File: src/rtl/shpf_pkg.sv
// shared constants and types for the sparse high-pass pixel filter
`default_nettype none

package shpf_pkg;

  localparam int FRAME_SIZE_DEF = 192;
  localparam int TAP_STEP_DEF   = 4;
  localparam int PIXEL_BITS_DEF = 12;

  localparam int PIXEL_W = 12;
  localparam int VALUE_W = 16;
  localparam int COORD_W = 8;
  localparam int PADDR_W = 3;
  localparam int PDATA_W = 32;

  localparam logic [VALUE_W-1:0] BIAS_RESET = 16'd512;

  // register word index, taken from paddr[2]
  localparam logic REG_BIAS = 1'b0;

  typedef struct packed {
    logic [COORD_W-1:0] row;
    logic [COORD_W-1:0] col;
    logic               border;
  } coord_t;

endpackage

`default_nettype wire

File: src/rtl/shpf_stencil.sv
// column taps of the three stencil rows and the neighbour sum
`default_nettype none

module shpf_stencil #(
  parameter int TAP_STEP = 4,
  parameter int SAMPLE_W = 12
) (
  input  wire logic                  clk,
  input  wire logic                  rst,
  input  wire logic                  en,
  input  wire logic                  in_valid,
  input  wire logic [SAMPLE_W-1:0]   samp_bot,
  input  wire logic [SAMPLE_W-1:0]   samp_mid,
  input  wire logic [SAMPLE_W-1:0]   samp_top,
  input  wire shpf_pkg::coord_t      in_coord,
  output logic                       out_valid,
  output logic [SAMPLE_W+2:0]        sum,
  output logic [SAMPLE_W-1:0]        centre,
  output shpf_pkg::coord_t           out_coord
);

  import shpf_pkg::*;

  localparam int TapLen = 2 * TAP_STEP;
  localparam int SumW   = SAMPLE_W + 3;

  logic [SAMPLE_W-1:0] sr_bot [TapLen];
  logic [SAMPLE_W-1:0] sr_mid [TapLen];
  logic [SAMPLE_W-1:0] sr_top [TapLen];
  logic [SumW-1:0]     sum_next;

  always_comb begin
    sum_next = SumW'(samp_bot) + SumW'(sr_bot[TAP_STEP-1]) + SumW'(sr_bot[TapLen-1])
             + SumW'(samp_mid) + SumW'(sr_mid[TapLen-1])
             + SumW'(samp_top) + SumW'(sr_top[TAP_STEP-1]) + SumW'(sr_top[TapLen-1]);
  end

  always_ff @(posedge clk) begin
    if (en && in_valid) begin
      for (int i = TapLen - 1; i > 0; i--) begin
        sr_bot[i] <= sr_bot[i-1];
        sr_mid[i] <= sr_mid[i-1];
        sr_top[i] <= sr_top[i-1];
      end
      sr_bot[0] <= samp_bot;
      sr_mid[0] <= samp_mid;
      sr_top[0] <= samp_top;
    end
  end

  always_ff @(posedge clk) begin
    if (rst) begin
      out_valid <= 1'b0;
    end else if (en) begin
      out_valid <= in_valid;
    end
  end

  always_ff @(posedge clk) begin
    if (en) begin
      sum       <= sum_next;
      centre    <= sr_mid[TAP_STEP-1];
      out_coord <= in_coord;
    end
  end

endmodule

`default_nettype wire

File: config.mk
export PLATFORM = sky130hd
export DESIGN_NAME = shpf_stencil
export DESIGN_NICKNAME = d
export VERILOG_FILES = /design/src/rtl/shpf_pkg.sv /design/src/rtl/shpf_stencil.sv
export SDC_FILE = /design/constraint.sdc
export NUM_CORES = 1
export LEC_CHECK = 0
export BUFFER_PORTS_ARGS = -buffer_cell sky130_fd_sc_hd__buf_2
export CORE_UTILIZATION = 64
export DETAILED_ROUTE_END_ITERATION = 6
export PLACE_DENSITY = 0.84
export SLEW_MARGIN = 20
export SYNTH_ARGS = -nofsm -noshare
export SYNTH_HDL_FRONTEND = slang
export SYNTH_SLANG_ARGS = --single-unit
File: constraint.sdc
create_clock -name clk -period 24.6 [get_ports clk]
set_input_delay 4.92 -clock clk [delete_from_list [all_inputs] [get_ports clk]]
set_output_delay 4.92 -clock clk [all_outputs]
set_load 0.05 [all_outputs]
* Word-level counts from Yosys, hierarchy flattened
Memory sizes are Yosys's and may differ from the RTL's. Cells that the tools add are included.
Word-level totals: bits of input ports 57, output and inout bits 45, register bits 45, RAM bits 288, memories 3
Operators by class: mux-type cells 2, add/subtract/negate cells 7, reduce and logical (&&, ||, !) cells 1
Memories:
- sr_bot | words 8, bits a word 12, rd ports 8, clocked after memory_dff 0, wr ports 8, RTL line shpf_stencil.sv:27 | logic [SAMPLE_W-1:0] sr_bot [TapLen];
- sr_mid | words 8, bits a word 12, rd ports 8, clocked after memory_dff 0, wr ports 8, RTL line shpf_stencil.sv:28 | logic [SAMPLE_W-1:0] sr_mid [TapLen];
- sr_top | words 8, bits a word 12, rd ports 8, clocked after memory_dff 0, wr ports 8, RTL line shpf_stencil.sv:29 | logic [SAMPLE_W-1:0] sr_top [TapLen];
Operators by type and width (number):
- 15-bit by 12-bit adder with 15-bit output | 4
- 14-bit by 12-bit adder with 15-bit output | 1
- 13-bit by 12-bit adder with 14-bit output | 1
- 12-bit by 12-bit adder with 13-bit output | 1
- 1-bit two-way mux | 2
- 1-bit logical AND | 1

* Longest topological paths before layout
depth after elaboration 7, gate-level depth with buffers 16, depth with buffers taken out 16

* Worst setup path before layout
OpenSTA, ideal clock, no wires.
path type input to register, from in in_valid, to mem sr_bot[0][0], enable pin, slack 12479 ps, arrival time 11435 ps, path buffers 0, stages 1, path through and2_1
RTL lines:
- from (decl) | RTL line shpf_stencil.sv:11 | input wire logic in_valid,
- to (decl) | RTL line shpf_stencil.sv:27

* Worst setup path in the final report
from in samp_bot[5], to reg sum[11], data pin
On the way: cells in the longest elaborated chain, start to end 7
Ends and longest elaborated chain:
- from (decl) | RTL line shpf_stencil.sv:12 | input wire logic [SAMPLE_W-1:0] samp_bot,
- 12-bit by 12-bit adder with 13-bit output | RTL line shpf_stencil.sv:33 | sum_next = SumW'(samp_bot) + SumW'(sr_bot[TAP_STEP-1]) + SumW'(sr_bot[TapLen-1])
- 13-bit by 12-bit adder with 14-bit output | RTL line shpf_stencil.sv:33
- 14-bit by 12-bit adder with 15-bit output | RTL line shpf_stencil.sv:34 | + SumW'(samp_mid) + SumW'(sr_mid[TapLen-1])
- 15-bit by 12-bit adder with 15-bit output | RTL line shpf_stencil.sv:34
- 15-bit by 12-bit adder with 15-bit output (3 in a row) | RTL line shpf_stencil.sv:35 | + SumW'(samp_top) + SumW'(sr_top[TAP_STEP-1]) + SumW'(sr_top[TapLen-1]);
- net sum_next[11] | RTL line shpf_stencil.sv:30 | logic [SumW-1:0] sum_next;
- to (signal assigned) | RTL line shpf_stencil.sv:61 | sum <= sum_next;
- to (decl) | RTL line shpf_stencil.sv:17 | output logic [SAMPLE_W+2:0] sum,
The timed path passes the listed nets, and every way through them passes these cells. A chain may end at the register's enable or synchronous reset.

==> impl_metrics.ini <==
[critical_path]
reg2reg_depth = 14
r2r-start = sr_bot[0][42]$_DFFE_PP_
worst-path-stages = 15
end_kind = register
arrival_ps = 8990
worstPathCellList = buf_2 > inv_1 > fa_1 > inv_1 > fa_1 > fa_1 > inv_1 > fa_1 > inv_1 > ha_1 > and2_4 > a221o_1 > a221o_1 > or4b_1 > o211ai_1
startpoint = samp_bot[5]
required_ps = 24840
critPathKind = in -> reg
slowest_delay_ps = 550
critical_path.startpoint_type = input pin
cp_max_fo = 5
cp.buffers_inverters = 5
cp_top_family = adder cells
crit_slowest_cell = fa_1

[finish]
syn2layout_area_growth_pct = 15.92
nets = 913
final_cells = 1056
drive_above_1_share_pct = 19.47
num_antenna_cells = 0
fillers = 1052

[clocking]
clk_pin_slew_worst_paths_ps = 60
ctsHoldBuffers = 0
clkLatencyLatePin_ps = 500
cts-root-buf = clkbuf_16
cts_sinks = 333
cts-resized-gates = 0
cts_setup_buffers = 0
htreeDepth = 2
clockBufferDepth = 3
numCtsBuffers = 34
cts_tree = done

[sta]
relSlewSlack_pct = 44.40
finalMaxSlewViolations = 0
period_share_pct = 35.59
rsz0062_at_grt = no
finalClockSkew_ps = 10.15
finalSetupTns_ps = 0
setup_viol = 0
finalHoldViolCount = 0
tightest_slew_ps = 834.0
max_freq_mhz = 114.2
min_period_ps = 8755

[power_and_ir_drop]
peakVddDrop_mv = 0.08361
power_density_nw_per_um2 = 108.9
power.switching_w = 0.0004524
report.power.total_w = 0.001588
swShare_pct = 28.49
seq_power_share_pct = 43.5
p_leak_nw = 5.696
p_clk_share_pct = 32.4
combinationalPowerShare_pct = 24.1
p_int_w = 0.001136

[drt]
drc = 0
firstDrtPassIters = 4
antenna_left = 0
routed_via_density = 5.097
drt-total-wl_um = 19010
drt_iter0_markers = 422
vias = 5382
wl_per_cell_um = 18.00

[synth]
avgSynthCellArea_um2 = 19.96
synth-async-reset-ratio_pct = 0
synth_fp_nets = 773
ys.flop_type = edfxtp_1
synth-edff-count = 332
seq_area_frac_synth_pct = 79.43
syn_inst = 630
netlist_area_um2 = 12580
yosys_register_bits = 333
yosysWarnings = 0
synth_cell_types = 36

[hold_path]
hold_path_class = reg -> reg
whs_path_depth = 0
min_from = sr_bot[0][21]$_DFFE_PP_

[global_routing]
grt_pass1_vias = 5839
antenna_found_initial = 0
grt_max_degree = 99
overflow = 0
grt_usage_pct = 20.41
grt_pass1_wl_um = 30390

[die]
pin_count = 102
die_h_um = 142.2
placementRows = 50
die_width_um = 142.2
coreArea_um2 = 18960
dieArea_um2 = 20210
initial_utilization_pct = 66.34

[placement]
gp_congestion = 0.8749
port_buffers = 101
dp_hpwl_um = 12000
dp.cells = 994

[status]
status = completed

[run]
drv_cap = 0
-- registers in the layout, indices dropped and copies added (netlist names) --
| name | cells |
|---|---|
| centre | 12 |
| out_coord | 17 |
| out_valid | 1 |
| sr_bot | 96 |
| sr_mid | 96 |
| sr_top | 96 |
| sum | 15 |
-- synth_stat cells (3+ instances only) --
cell type / instances / area [µm²]
fa_1: 71 / 1421
inv_1: 150 / 563.0
o21ai_0: 3 / 15.01
ha_1: 15 / 187.7
edfxtp_1: 332 / 9970
nor2_1: 6 / 22.52
xnor2_1: 6 / 52.55
nand2_1: 4 / 15.01
a21oi_1: 7 / 35.03
-- through the flow --
stage | setup slack, ps | util [%] | area (µm²) | hold WS [ps]
2_1_floorplan | 12480 | - | 12580 | 400.3
3_3_place_gp | 15460 | 70.88 | 13440 | 401.0
3_5_place_dp | 15320 | 70.88 | 13440 | 404.5
4_1_cts | 15850 | 76.86 | 14570 | 417.3
5_1_grt | 15740 | 76.90 | 14580 | 416.6
6_report | 15840 | 76.90 | 14580 | 414.1
-- cell families (layout without fill, tap and decap cells) --
| group | count (synthesis) | in the layout | synth area share, % |
|---|---|---|---|
| XOR/XNOR | 7 | 7 | 0.4875 |
| AND/OR/NAND/NOR | 24 | 24 | 1.084 |
| AO/OA/AOI/OAI | 27 | 27 | 1.532 |
| flip-flops | 333 | 333 | 79.43 |
| buffers and inverters | 151 | 317 | 4.507 |
| multiplexers | 2 | 2 | 0.1592 |
| adder cells (fa/ha/maj) | 86 | 86 | 12.79 |
-- routing by layer --
| metal | track usage [%] | wire [µm] | vias up |
|---|---|---|---|
| met4 | 6.395 | 393 | 0 |
| met1 | 27.77 | 8029 | 2741 |
| li1 | - | - | 2468 |
| met2 | 33.62 | 9652 | 138 |
| met5 | 0 | 0 | - |
| met3 | 4.408 | 937 | 35 |
-- worst paths after layout --
check	end	slack [ps]
setup / recovery	sum[11]$_DFFE_PP_	15840
hold / removal	sr_bot[0][33]$_DFFE_PP_	410
setup reg to reg	sum[11]$_DFFE_PP_	20000
hold reg to reg	sr_bot[0][33]$_DFFE_PP_	410
-- layout by cell type (no fill, tap or decap), types with 2 or more instances in the layout --
cell,instances
nor2_1,6
clkinv_2,5
edfxtp_1,332
xnor2_1,6
ha_1,15
buf_6,2
clkinv_1,7
o21ai_0,3
o311a_1,2
mux2i_1,2
o211ai_1,2
inv_1,150
buf_4,2
nand3b_1,2
a21o_1,2
and3_1,2
o21bai_1,2
a21oi_1,7
nand2_1,4
a221o_1,2
buf_2,101
clkbuf_1,8
and2_4,2
nand4b_1,2
clkbuf_16,37
bufinv_16,4
fa_1,71
-- power by group through the flow --
stage | registers, W | clock network [W] | logic, W
finish | 0.000691 | 0.000515 | 0.000382
global route | 0.000694 | 0.000547 | 0.000423
CTS | 0.000692 | 0.000524 | 0.000382
detailed placement | 0.000703 | 0 | 0.000373
global placement | 0.000702 | 0 | 0.000353
floorplan | 0.000759 | 0 | 0.000231
-- cell type report --
type                    instances  area (µm²)  area share, %
clock buffers                  45       955.9          6.557
clock inverters                17       178.9          1.227
inverters                     150       563.0          3.862
multi-input cells             146        2022          13.87
flip-flops and latches        333        9990          68.53
well taps                     260       325.3          2.232
repair buffers                105       543.0          3.725
Note: power is estimated with default switching activity, not from simulation.
